**src/rtl/core/fraction_arith_reduce_unit_defines.svh**
```systemverilog
// Assertion macros used by the controller of the fraction arithmetic unit.
`ifndef FRACTION_ARITH_REDUCE_UNIT_DEFINES_SVH
`define FRACTION_ARITH_REDUCE_UNIT_DEFINES_SVH
// Implication checked on every rising clock edge outside reset.
`define FAR_ASSERT_IMP(label, clk, rst_n, ante, cons, msg) \
  label: assert property (@(posedge clk) disable iff (!rst_n) (ante) |-> (cons)) \
    else $error(msg);
// Implication whose consequence is checked in the next cycle.
`define FAR_ASSERT_NEXT(label, clk, rst_n, ante, cons, msg) \
  label: assert property (@(posedge clk) disable iff (!rst_n) (ante) |=> (cons)) \
    else $error(msg);
`endif

```
**src/rtl/core/far_pkg.sv**
```systemverilog
// Package with types and constants of the fraction arithmetic unit.
package far_pkg;
  localparam int unsigned OperandWidthDefault = 32;
  localparam int unsigned ResWidth = 64;
  localparam int unsigned CntWidth = 7;

  typedef enum logic [2:0] {
    ACT_ADD = 3'd0,
    ACT_SUB = 3'd1,
    ACT_MUL = 3'd2,
    ACT_DIV = 3'd3,
    ACT_RED = 3'd4
  } action_t;

  // Commands from the controller to the datapath.
  typedef struct packed {
    logic load;      // capture operands for the products
    logic prod2;     // register the products
    logic combine;   // form raw numerator and denominator
    logic div_start; // start a division
    logic div_step;  // one restoring-division step
    logic rem_take;  // Euclid: x <= y, y <= remainder
    logic qnum_take; // store numerator quotient, start den division
    logic qden_take; // store denominator quotient
    logic fin_zero;  // zero gcd: output raw values
    logic [1:0] div_sel; // 0 gcd remainder, 1 numerator, 2 denominator
  } far_cmd_t;

  // Status from the datapath to the controller.
  typedef struct packed {
    logic y_zero;
    logic x_zero;
    logic div_done;
  } far_sts_t;

  localparam logic [1:0] DivSelRem = 2'd0;
  localparam logic [1:0] DivSelNum = 2'd1;
  localparam logic [1:0] DivSelDen = 2'd2;
endpackage

```
**src/rtl/core/far_ctrl.sv**
```systemverilog
// Controller state machine sequencing products, Euclid loop and divisions.
module far_ctrl import far_pkg::*; (
  input  logic     clk,
  input  logic     rst_n,
  input  logic     in_valid,
  output logic     in_ready,
  output logic     out_valid,
  input  logic     out_ready,
  input  far_sts_t sts,
  output far_cmd_t cmd
);
  `include "fraction_arith_reduce_unit_defines.svh"

  typedef enum logic [8:0] {
    ST_IDLE  = 9'b000000001,
    ST_PROD  = 9'b000000010,
    ST_COMB  = 9'b000000100,
    ST_CHECK = 9'b000001000,
    ST_REM   = 9'b000010000,
    ST_QNUM  = 9'b000100000,
    ST_QDEN  = 9'b001000000,
    ST_DONE  = 9'b010000000,
    ST_ZERO  = 9'b100000000
  } state_t;

  state_t state_r, state_nxt;
  logic out_valid_r, out_valid_nxt;

  // Next state and command decode.
  always_comb begin
    state_nxt = state_r;
    out_valid_nxt = out_valid_r;
    cmd = '0;
    if (out_valid_r && out_ready) out_valid_nxt = 1'b0;
    case (state_r)
      ST_IDLE: begin
        if (in_valid) begin
          cmd.load = 1'b1;
          state_nxt = ST_PROD;
        end
      end
      ST_PROD: begin
        cmd.prod2 = 1'b1;
        state_nxt = ST_COMB;
      end
      ST_COMB: begin
        cmd.combine = 1'b1;
        state_nxt = ST_CHECK;
      end
      ST_CHECK: begin
        cmd.div_sel = DivSelRem;
        if (!sts.y_zero) begin
          cmd.div_start = 1'b1;
          state_nxt = ST_REM;
        end else if (sts.x_zero) begin
          state_nxt = ST_ZERO;
        end else begin
          cmd.div_sel = DivSelNum;
          cmd.div_start = 1'b1;
          state_nxt = ST_QNUM;
        end
      end
      ST_REM: begin
        if (sts.div_done) begin
          cmd.rem_take = 1'b1;
          state_nxt = ST_CHECK;
        end else begin
          cmd.div_step = 1'b1;
        end
      end
      ST_QNUM: begin
        if (sts.div_done) begin
          cmd.qnum_take = 1'b1;
          cmd.div_sel = DivSelDen;
          cmd.div_start = 1'b1;
          state_nxt = ST_QDEN;
        end else begin
          cmd.div_step = 1'b1;
        end
      end
      ST_QDEN: begin
        if (sts.div_done) begin
          if (!out_valid_r || out_ready) begin
            cmd.qden_take = 1'b1;
            out_valid_nxt = 1'b1;
            state_nxt = ST_IDLE;
          end
        end else begin
          cmd.div_step = 1'b1;
        end
      end
      ST_ZERO: begin
        if (!out_valid_r || out_ready) begin
          cmd.fin_zero = 1'b1;
          out_valid_nxt = 1'b1;
          state_nxt = ST_IDLE;
        end
      end
      ST_DONE: state_nxt = ST_IDLE;
      default: state_nxt = ST_IDLE;
    endcase
  end

  always_ff @(posedge clk) begin
    if (!rst_n) begin
      state_r <= ST_IDLE;
      out_valid_r <= 1'b0;
    end else begin
      state_r <= state_nxt;
      out_valid_r <= out_valid_nxt;
    end
  end

  assign in_ready = (state_r == ST_IDLE);
  assign out_valid = out_valid_r;

  `FAR_ASSERT_IMP(a_onehot, clk, rst_n, 1'b1, $onehot(state_r), "state not one-hot")
  `FAR_ASSERT_NEXT(a_accept_busy, clk, rst_n, in_valid && in_ready, state_r == ST_PROD,
                   "accepted beat did not start work")
  `FAR_ASSERT_IMP(a_one_cmd, clk, rst_n, 1'b1,
                  $onehot0({cmd.div_step, cmd.div_start && !cmd.qnum_take, cmd.rem_take}),
                  "divider commands collide")
  `FAR_ASSERT_NEXT(a_out_hold, clk, rst_n, out_valid && !out_ready, out_valid,
                   "result beat dropped while stalled")
endmodule

```
**config.mk**
```make
export PLATFORM = sky130hd
export DESIGN_NAME = far_ctrl
export DESIGN_NICKNAME = d
export VERILOG_FILES = /design/src/rtl/core/far_pkg.sv /design/src/rtl/core/far_ctrl.sv
export VERILOG_INCLUDE_DIRS = /design/src /design/src/rtl/core
export SDC_FILE = /design/constraint.sdc
export NUM_CORES = 1
export LEC_CHECK = 0
export CAP_MARGIN = 20
export CORE_AREA = 2 2 53 55
export DETAILED_ROUTE_END_ITERATION = 7
export DIE_AREA = 0 0 55 57
export DONT_BUFFER_PORTS = 1
export GPL_TIMING_DRIVEN = 0
export PLACE_DENSITY = 0.44
export SYNTH_ARGS = -nofsm -noshare
export SYNTH_HDL_FRONTEND = slang
export SYNTH_SLANG_ARGS = --single-unit
```
**constraint.sdc**
```tcl
create_clock -name clk -period 2.1 [get_ports clk]
set_input_delay 0.315 -clock clk [delete_from_list [all_inputs] [get_ports clk]]
set_output_delay 0.315 -clock clk [all_outputs]
set_load 0.01 [all_outputs]
```
# Word-level counts from Yosys, hierarchy flattened
# Cells that the tools add are included.
# word_totals
regBits	10
in_bits	7
wordCells	51
# op_classes
n_eq_ne	12
n_mux	32
n_reduce_logical	5
# op_table
cell	n
case mux 9 bit (8 select lines)	1
2-to-1 mux 9 bit	7
2-to-1 mux 1 bit	20
== test 9 x 1 -> 1 bit (second input constant)	1
== test 9 x 2 -> 1 bit (second input constant)	1
== test 9 x 3 -> 1 bit (second input constant)	1
== test 9 x 4 -> 1 bit (second input constant)	1
== test 9 x 5 -> 1 bit (second input constant)	1
== test 9 x 6 -> 1 bit (second input constant)	1
== test 9 x 7 -> 1 bit (second input constant)	1
== test 9 bit (second input constant)	1
!= test 2 bit (second input constant)	4
case mux 1 bit (2 select lines)	2
case mux 2 bit (2 select lines)	1
AND reduction 4 bit	1
OR reduction 3 bit	1
2-to-1 mux 2 bit	1
logical AND 1 bit	1
logical NOT 1 bit	1
logical OR 1 bit	1

# Logic depth before layout (Yosys ltp)
# Gate-level depths: netlist of the first run.
# logic_depth
word_depth	5
depth_mapped	6
ltp_nobuf	5

# Worst setup path after synthesis of the first run
# Ideal clock, no wire load.
# synth_path
kind	reg2out
from	register state_r[3]
to	output port cmd[2] (netlist bit)
t_arrival_ns	1.268
setup_slack_ns	0.517
path_stages_with_launch	5
path_buffers	1
cell_sequence	dfxtp_1 buf_4 nor4_2 nand3_1 nor3b_1
# synth_rtl
element	line	source
start, declared	far_ctrl.sv:26	state_t state_r, state_nxt;
start signal, assigned	far_ctrl.sv:109	state_r <= state_nxt;
end, declared	far_ctrl.sv:10	output far_cmd_t cmd

==> results of run 1 <==
-- per-layer routing --
layer	vias to the layer above	GRT usage, %
met3	2	6.81
met4	0	0
li1	331	-
met1	301	16.3
met2	22	18.5
met5	-	0
-- placed cells by master, fill, tap and decap left out, drive strengths merged, types with 2 or more instances in the layout --
cell type  Yosys  final
nor2          13     13
dfxtp          9      9
buf            7      7
nor3           7      7
nand2          5      5
a21oi          5      5
nor4           5      5
clkbuf         1      5
nand3          4      4
o21ai          4      4
nand2b         3      3
inv            3      3
and2b          2      2
nand4          2      2
and2           2      2
xnor2          2      2
nand4b         2      2
nor3b          2      2
-- sequential cells by signal (all words and copies together), names as in the netlist --
| register | flops |
|---|---|
| state_r | 8 |
| out_valid | 1 |
-- synth_stat cells --
master	n
a21oi_1	5
a31oi_1	1
and2_1	2
and2b_1	2
and4b_1	1
buf_2	1
buf_4	4
buf_6	2
clkbuf_2	1
dfxtp_1	9
inv_1	3
mux2i_1	1
nand2_1	5
nand2b_1	3
nand3_1	4
nand4_1	2
nand4b_1	1
nand4b_2	1
nand4bb_1	1
nor2_1	13
nor2b_1	1
nor3_1	5
nor3_2	1
nor3_4	1
nor3b_1	1
nor3b_2	1
nor4_1	3
nor4_2	1
nor4_4	1
nor4b_2	1
o2111ai_2	1
o211ai_2	1
o21ai_0	3
o21ai_1	1
or2_1	1
or4_1	1
or4b_1	1
xnor2_1	2
xor2_1	1
-- worst max-delay path: stages (launching register included) --
cell,delay [ns]
dfxtp_1,0.30
buf_4,0.16
nor4_2,0.39
nand3_1,0.15
nor3b_1,0.39
-- power by group through the flow --
stage	clock network [uW]	registers [uW]	logic (uW)
2_1_floorplan	0	207	239
3_3_place_gp	0	213	284
3_5_place_dp	0	212	284
4_1_cts	138	209	285
5_1_grt	151	211	321
6_report	136	209	283
-- kinds of logic after synthesis --
logic type	after synthesis	share of synthesized area, %
simple gates	54	49.4
buf+inv	11	10.1
compound gates	12	10.8
xor+xnor	3	3.60
mux	1	1.37
flops	9	24.7
-- worst paths after layout --
check / to / from / slack [ns]
max reg2reg: state_r[5] / state_r[2] / 0.48
max: cmd[2] / state_r[3] / 0.12
min: state_r[0] / rst_n / 0.14
min reg2reg: out_valid / out_valid / 0.59
-- per-stage QoR --
| step | std cells | hold WS, ns |
|---|---|---|
| floorplan | 90 | 0.417 |
| global placement | 121 | 0.425 |
| detailed placement | 121 | 0.423 |
| CTS | 125 | 0.144 |
| global route | 125 | 0.134 |
| finish | 125 | 0.143 |
-- layout make-up --
class / instances / share of cell area, %
Buffer: 8 / 7.82
Clock buffer: 4 / 3.29
Inverter: 3 / 1.41
Multi-Input combinational cell: 70 / 60.1
Sequential cell: 9 / 22.5
Tap cell: 31 / 4.85
-- timing repair --
item                       in CTS  in global routing
gates resized for setup         0                  2
setup buffers                   0                  0
setup endpoints to repair       0                  4
==> results.md, run 1 <==
* Initial antenna violation count at 0
* Clk_skew at about 0.0030 ns
* Die Wd at 55 um
* Final Cycle Share at a little over nine tenths
* Input/output buffers at 0
* Seq pwr share at 33.3%
* Clock Sinks at 9
* Area of the multi-input gates at about 480 um^2
* Cts hold-fix bufs at 0
* RSZ-0062 raised after global routing: true
* Post-place setup slack at ~0.31 ns
* Die height at roughly 57 um
* Post-route cell area at 800 um^2
* DR iter-0 viols at 15
* # rows at 19
* DR vias/cell at around 5.2
* Clock network fraction of design power at a little over a fifth
* Drt pass-1 iters at 4
* Core area at about 2600 um^2
* I/O pins at 20
* Setup WS post-layout at between 0.1 and 0.15 ns
* Highest clock rate at ~500 MHz
* Area leader, netlist: dfxtp_1
* Pwr/cell area at approximately 800 nW/um^2
* Setup crit end kind: output port
* Placed cell areas at just under 800 um^2
* Global-route wire length before repair at 2820 um
* Hold path cells at 1
* Setup TNS at 0 ns
* Vias in the first global route at 600
* Hold WC Path Type: in -> reg
* Endpoints failing setup at 0
* NetSw at ~260 uW
* Proportion of layout cells with a drive suffix above 1 at around 22%
* Htree depth at 1
* Max Used Layer: met4
* Clk root buf: clkbuf_4
* DP HPWL at 1350 um
* Total CTS buffers at 3
* Synth top area cells: dfxtp_1 25%, nor2_1 6.7%, buf_4 4.1%
* Met2 wire len at roughly 800 um
* GRT Util Overall at 12.2%
* Post-Syn Area at 729 um^2
* Starting Density at between 20% and 30%
* Static Leak at ~0.0003 uW
* Wire length on met3 at approximately 130 um
* # nets final at between 100 and 150
* Slew @ Worst Pin at between 0.5 and 0.6 ns
* Distinct cell type count after synthesis at 39
* Vias at between 600 and 700
* Final WL at around 1800 um
* Comb power frac at 45.1%
* Area grow syn2layout at 9.61%
* R2r worst-path depth at 6
* Synth warn at 0
* CTS tree: yes
* Arr. time, crit path at between 1.5 and 2 ns
* Pin count of the biggest net entering global routing at 11
* Share of the synthesized area in the top cell type at between 20% and 30%
* Peak supply drop at approximately 0.47 mV
* Final max-slew violation count at 0
* Filler instances at a little under 300
* Placer Congestion at between 0.7 and 0.8
* Core Util, Final at roughly 31%
* Inserted Diodes at 0
* Switching Share at roughly two fifths
* Total design power at approximately 630 uW
* Max-Cap Viols at 0
* Met1 wire length at roughly 900 um
* Critical path class: reg -> out
* Grt total ovfl at 0
* Clock Latency Late Sink at between 0.2 and 0.3 ns
* Critical path data required time at between 1.5 and 2 ns
* CP max FO at 9
* Min cycle time layout at roughly 2.0 ns
* Outcome: completed
* Die area at between 3000 and 4000 um^2
* Synthesized area per cell at 8.11 um^2
* Post-route DRC at 0
* Fin. Hold Viols at 0
* Syn_nets at 97
* FF+latch count, synth at 9
* Kind of start point of the critical path: flop
* Sequential area share after synthesis at 24.7%
* Reg clk slew, reported paths at about 0.060 ns
* Post-DRT Antenna Nets at 0
* CTS Buffer Depth at 2
* Max transition margin at about 65%
* Register area at between 150 and 200 um^2
* Synth Instances at 90
* Routed len/inst at ~14 um
* P_int at ~370 uW
Note: power is estimated with default switching activity, not from simulation.
==> run 2, diff against run 1 <==
CORE_AREA = 2 2 55 52   (was 2 2 53 55)
DIE_AREA = 0 0 57 54   (was 0 0 55 57)
PLACE_DENSITY = 0.45   (was 0.44)
REMOVE_ABC_BUFFERS = 1   (was default)
==> run 2 against run 1 <==
  * Utilization is 1.4 points lower
  * Largest cell class unchanged
  * Via count is 7.2% lower
  * Clock power hardly changed
  * Maximum frequency is 0.96% higher
  * Register-to-register slack worse by 0.08 ns
  * Cell area is 6.3% lower
  * Count of clock-buffer cells in the layout stayed put
==> results.md, run 2 (synthesized netlist as in run 1, its figures left out) <==
* Slowest stage delay, CP at 0.49 ns (+0.10 ns)
* Vias in the first global route at 527 (-12%)
* Global-route wire length before repair at 2480 um (-12%)
* # rows at 18 (-1)
* Post-route DRC at 0 (unchanged)
* Area of the multi-input gates at 494 um^2 (+2.9%)
* Commonest non-fill, non-tap cell in the layout: nor2_1
* Area grow syn2layout at 2.74%
* Proportion of layout cells with a drive suffix above 1 at 16.3% (-6.1 points)
* Slowest CP cell: dfxtp_1
* Arr. time, crit path at 1.65 ns (-0.02 ns)
* Worst path cell trace: nor4_4 -> nand3_1 -> inv_1 -> and2_1
* Die area at 3080 um^2 (-1.8%)
* Register area at 180 um^2 (unchanged)
* Filler instances at 300 (+2.0%)
* Drt pass-1 iters at 4 (unchanged)
* Largest Register: state_r
* Max transition margin at 61.3% (-3.5 points)
* Pin count of the biggest net entering global routing at 14 (+3)
* Peak supply drop at 0.406 mV (-14%)
* DP HPWL at 1220 um (-9.6%)
* Final Cycle Share at 93.6% (-0.89 points)
* Endpoints failing setup at 0 (unchanged)
* Reg2Reg Launch Point: state_r[4]
* Initial antenna violation count at 0 (unchanged)
* Clk_skew at 0.00346 ns (+0.000460 ns)
* Outcome: completed
* Final hold slack at 0.147 ns (+0.00370 ns)
* Critical path data required time at 1.78 ns (about the same)
* Post-DRT Antenna Nets at 0 (unchanged)
* Final WL at 1620 um (-9.6%)
* Highest clock rate at 509 MHz (+0.96%)
* Clock Sinks at 9 (unchanged)
* Placer Congestion at 0.732 (-1.6%)
* Static Leak at 0.000258 uW (-13%)
* Highest-count cells in the layout ignoring fill and taps: 13 x nor2_1, 9 x dfxtp_1, 5 x nand2_1, 5 x a21oi_1
* # nets final at 94 (-7.8%)
* GRT Util Overall at 11.1% (-1.1 points)
* Core area at 2570 um^2 (-1.8%)
* Fin. Hold Viols at 0 (unchanged)
* CTS tree: yes
* Slew @ Worst Pin at 0.576 ns (+0.0525 ns)
* DR iter-0 viols at 3 (-12)
* R2r worst-path depth at 5 (-1)
* CP max FO at 13 (+4)
* Setup crit end kind: output port
* Routed len/inst at 14.0 um (-2.6%)
* Clk root buf: clkbuf_4
* Kind of start point of the critical path: flop
* Setup TNS at 0 ns (unchanged)
* Grt total ovfl at 0 (unchanged)
* Input/output buffers at 0 (unchanged)
* Die height at 54 um (-5.3%)
* Reg2Reg Setup Slack at 0.40 ns (-0.08 ns)
* Last element of the critical path: cmd[10]
* Crit. Startpoint: state_r[4]
* Pwr/cell area at 824 nW/um^2 (+4.9%)
* RSZ-0062 raised after global routing: false
* I/O pins at 20 (unchanged)
* CTS Buffer Depth at 2 (unchanged)
* Clock Latency Late Sink at 0.26 ns (about the same)
* Die Wd at 57 um (+3.6%)
* Starting Density at 28.4% (+0.52 points)
* Inserted Diodes at 0 (unchanged)
* Critical path class: reg -> out
* Max reg flops at 8 (unchanged)
* DR vias/cell at 5.25 (about the same)
* Vias at 609 (-7.2%)
* Hold WC Path Type: in -> reg
* Final max-slew violation count at 0 (unchanged)
* R2R Path End: state_r[3]
* Total CTS buffers at 3 (unchanged)
* Htree depth at 1 (unchanged)
* Min cycle time layout at 1.96 ns (-0.0188 ns)
* Cts hold-fix bufs at 0 (unchanged)
* Reg clk slew, reported paths at 0.06 ns (about the same)
* Max-Cap Viols at 0 (unchanged)
## run 2: changes by cell type in the layout (fill, tap and decap cells not counted)
cell      previous run  this run
buf_2                1         0
buf_4                4         0
buf_6                2         0
clkbuf_2             1         0
nor3b_1              1         0
nor3b_2              1         2
nor4_2               1         0
nor4_4               1         2
o21ai_0              2         3
o21ai_1              2         1
## run 2: power by group
part / total, uW / internal [uW] / switching, uW
clock: 134 / 73.3 / 60.8
sequential: 240 / 190 / 50.1
combinational: 243 / 95.4 / 148
## run 2: final cells by class
type | instances | area share, %
clock buffers | 4 | 3.51
inverters | 3 | 1.50
multi-input cells | 70 | 65.9
flip-flops and latches | 9 | 24.0
well taps | 30 | 5.01
## run 2: metal layers
layer / GRT usage (%) / up-vias / routed length (um)
met4: 8.14 / 0 / 43
met1: 14.3 / 279 / 789
met3: 1.92 / 4 / 51
met2: 16.7 / 11 / 736
li1: - / 315 / -
met5: 0 / - / 0
## run 2: per-stage QoR
stage          setup WS (ns)  utilization, %  instances  area [um^2]  power [uW]
2_1_floorplan          0.527               -         82          667         430
3_3_place_gp           0.330            27.4        112          704         482
3_5_place_dp           0.323            27.4        112          704         481
4_1_cts               0.0315            28.5        116          731         617
5_1_grt               0.0245            29.2        116          749         665
6_report               0.135            29.2        116          749         618
## run 2: how the worst min path moves through the flow
| stage | start | endpoint | slack [ns] | depth (start not counted) |
|---|---|---|---|---|
| 2_1_floorplan | rst_n | state_r[0] | 0.42 | 1 |
| 3_3_place_gp | rst_n | state_r[0] | 0.43 | 1 |
| 3_5_place_dp | rst_n | state_r[0] | 0.42 | 1 |
| 4_1_cts | rst_n | state_r[0] | 0.14 | 1 |
| 5_1_grt | rst_n | state_r[0] | 0.16 | 1 |
| 6_report | rst_n | state_r[0] | 0.15 | 1 |
## run 2: critical path: cells and delay by family, from the launching register on
family	cells	cell delay [ns]
flip-flops	1	0.49
buffers and inverters	1	0.14
AND/OR/NAND/NOR	3	0.76
## run 2: repair_timing
item                       in CTS  in global routing
resized for setup               0                  3
buffers inserted                0                  0
setup endpoints to repair       0                  2
==> run 3, diff against run 2 <==
==> constraint.sdc (replaced) <==
create_clock -name clk -period 2.1 [get_ports clk]
set_input_delay 0.21 -clock clk [delete_from_list [all_inputs] [get_ports clk]]
set_output_delay 0.21 -clock clk [all_outputs]
set_load 0.01 [all_outputs]
==> run 3 against run 2 <==
  * Worst hold slack worse by 0.10 ns
  * Count of clock-buffer cells in the layout unchanged
  * Flip-flop and latch count unchanged
  * Setup slack better by 0.030 ns
  * Sequential share of layout area is 0.45 points higher
  * Maximum frequency rose by 1.6%
  * Die area is the same
  * Critical endpoint is now cmd[3]
  * Largest cell class unchanged
  * Highest routed layer unchanged
==> results.md, run 3 (synthesized netlist as in run 1, its figures left out) <==
* Clk_skew at 0.00299 ns (-0.000468 ns)
* Max-Cap Viols at 0 (unchanged)
* Comb power frac at 38.9% (-0.5 points)
* Total CTS buffers at 3 (unchanged)
* Drt pass-1 iters at 4 (unchanged)
* RSZ-0062 raised after global routing: false
* DP HPWL at 1220 um (unchanged)
* CTS Buffer Depth at 2 (unchanged)
* Input/output buffers at 0 (unchanged)
* P_int at 355 uW (-1.2%)
* Initial antenna violation count at 0 (unchanged)
* Die height at 54 um (unchanged)
* Arr. time, crit path at 1.72 ns (+0.07 ns)
* Core Util, Final at 28.7% (-0.54 points)
* Fin. Hold Viols at 0 (unchanged)
* Clock Latency Late Sink at 0.26 ns (about the same)
* GR Util met2 at 16.7% (unchanged)
* Max transition margin at 61.3% (unchanged)
* Final max-slew violation count at 0 (unchanged)
* Grt met3 use at 1.92% (unchanged)
* Final hold slack at 0.0418 ns (-0.105 ns)
* Critical path class: reg -> out
* Setup WS post-layout at 0.165 ns (+0.0300 ns)
* Seq pwr share at 39.1% (+0.2 points)
* Core area at 2570 um^2 (unchanged)
* Post-place setup slack at 0.426 ns (+0.104 ns)
* Clk root buf: clkbuf_4
* Clock Sinks at 9 (unchanged)
* Area grow syn2layout at 0.858%
* Proportion of layout cells with a drive suffix above 1 at 15.1% (-1.2 points)
* Endpoints failing setup at 0 (unchanged)
* Kind of start point of the critical path: flop
* Routed len/inst at 13.9 um (-0.37%)
* Setup TNS at 0 ns (unchanged)
* Placer Congestion at 0.732 (unchanged)
* Reg clk slew, reported paths at 0.06 ns (about the same)
* Clock network fraction of design power at 22.0% (+0.3 points)
* DR iter-0 viols at 6 (+3)
* Hold WC Path Type: in -> reg
* Static Leak at 0.000254 uW (-1.3%)
* Pin count of the biggest net entering global routing at 14 (unchanged)
* Peak supply drop at 0.405 mV (-0.21%)
* Setup bufs post-CTS at 0 (unchanged)
* Post-DRT Antenna Nets at 0 (unchanged)
* Final Cycle Share at 92.1% (-1.4 points)
* Pwr/cell area at 826 nW/um^2 (+0.20%)
* Busiest grt layer: met2
* Largest Register: state_r
* CTS tree: yes
* Die area at 3080 um^2 (unchanged)
* I/O pins at 20 (unchanged)
* Switching Share at 41.6% (-0.26 points)
* Critical path data required time at 1.89 ns (+0.11 ns)
* Slew @ Worst Pin at 0.576 ns (-0.000000358 ns)
* CP max FO at 13 (unchanged)
* Post-route DRC at 0 (unchanged)
* Commonest non-fill, non-tap cell in the layout: nor2_1
* GRT Util Overall at 11.1% (unchanged)
* Highest clock rate at 517 MHz (+1.6%)
* GRT met1 Usage at 14.3% (unchanged)
* DR vias/cell at 5.21 (-0.82%)
* NetSw at 253 uW (-2.3%)
* Vias in the first global route at 527 (unchanged)
* Max reg flops at 8 (unchanged)
* Starting Density at 28.4% (unchanged)
* Total design power at 607 uW (-1.6%)
* # nets final at 94 (unchanged)
* Outcome: completed
* Setup crit end kind: output port
* Highest-count cells in the layout ignoring fill and taps: 13 x nor2_1, 9 x dfxtp_1, 5 x nor3_1, 5 x nand2_1, 5 x a21oi_1
* Final WL at 1620 um (-0.37%)
* Inserted Diodes at 0 (unchanged)
* Min cycle time layout at 1.93 ns (-0.0300 ns)
* Htree depth at 1 (unchanged)
* Global-route wire length before repair at 2480 um (unchanged)
* # rows at 18 (unchanged)
* Grt total ovfl at 0 (unchanged)
* Vias at 604 (-0.82%)
* Die Wd at 57 um (unchanged)
## run 3: worst paths after layout
| kind | startpoint | to | slack (ns) | depth (start not counted) |
|---|---|---|---|---|
| setup / recovery | state_r[4] | cmd[3] | 0.17 | 3 |
| hold / removal | rst_n | state_r[0] | 0.04 | 1 |
| setup reg to reg | state_r[4] | state_r[3] | 0.43 | 5 |
| hold reg to reg | out_valid | out_valid | 0.57 | 2 |
## run 3: repair_timing
action                                  CTS  global route
gates resized for setup                   0             1
endpoints found under the setup margin    0             1
hold buffers                              0             0
## run 3: power by group through the flow
stage	clock (uW)	combinational, uW	sequential, uW
2_1_floorplan	0	200	231
3_3_place_gp	0	241	241
3_5_place_dp	0	239	241
4_1_cts	140	241	237
5_1_grt	146	266	243
6_report	134	236	237
## run 3: critical path, cell delays in order (launching register included)
cell	delay [ns]
dfxtp_1	0.48
nor4_2	0.45
nand3_1	0.17
nor3_1	0.36
## run 3: cell type report
cell class                      instances  area (um^2)
Tap cell                               30         37.5
Fill cell                             301         1830
Sequential cell                         9          180
Multi-Input combinational cell         70          480
Clock buffer                            4         26.3
Inverter                                3         11.3
## run 3: stage by stage
step / instance area [um^2] / instances
final: 736 / 116
after global routing: 736 / 116
after CTS: 731 / 116
after detailed placement: 704 / 112
after global placement: 704 / 112
after floorplan: 667 / 82
## run 3: layer usage
| layer | wire, um | share of wire, % |
|---|---|---|
| met3 | 51 | 3.2 |
| met2 | 729 | 45 |
| met5 | 0 | 0 |
| met1 | 791 | 49 |
| met4 | 43 | 2.7 |
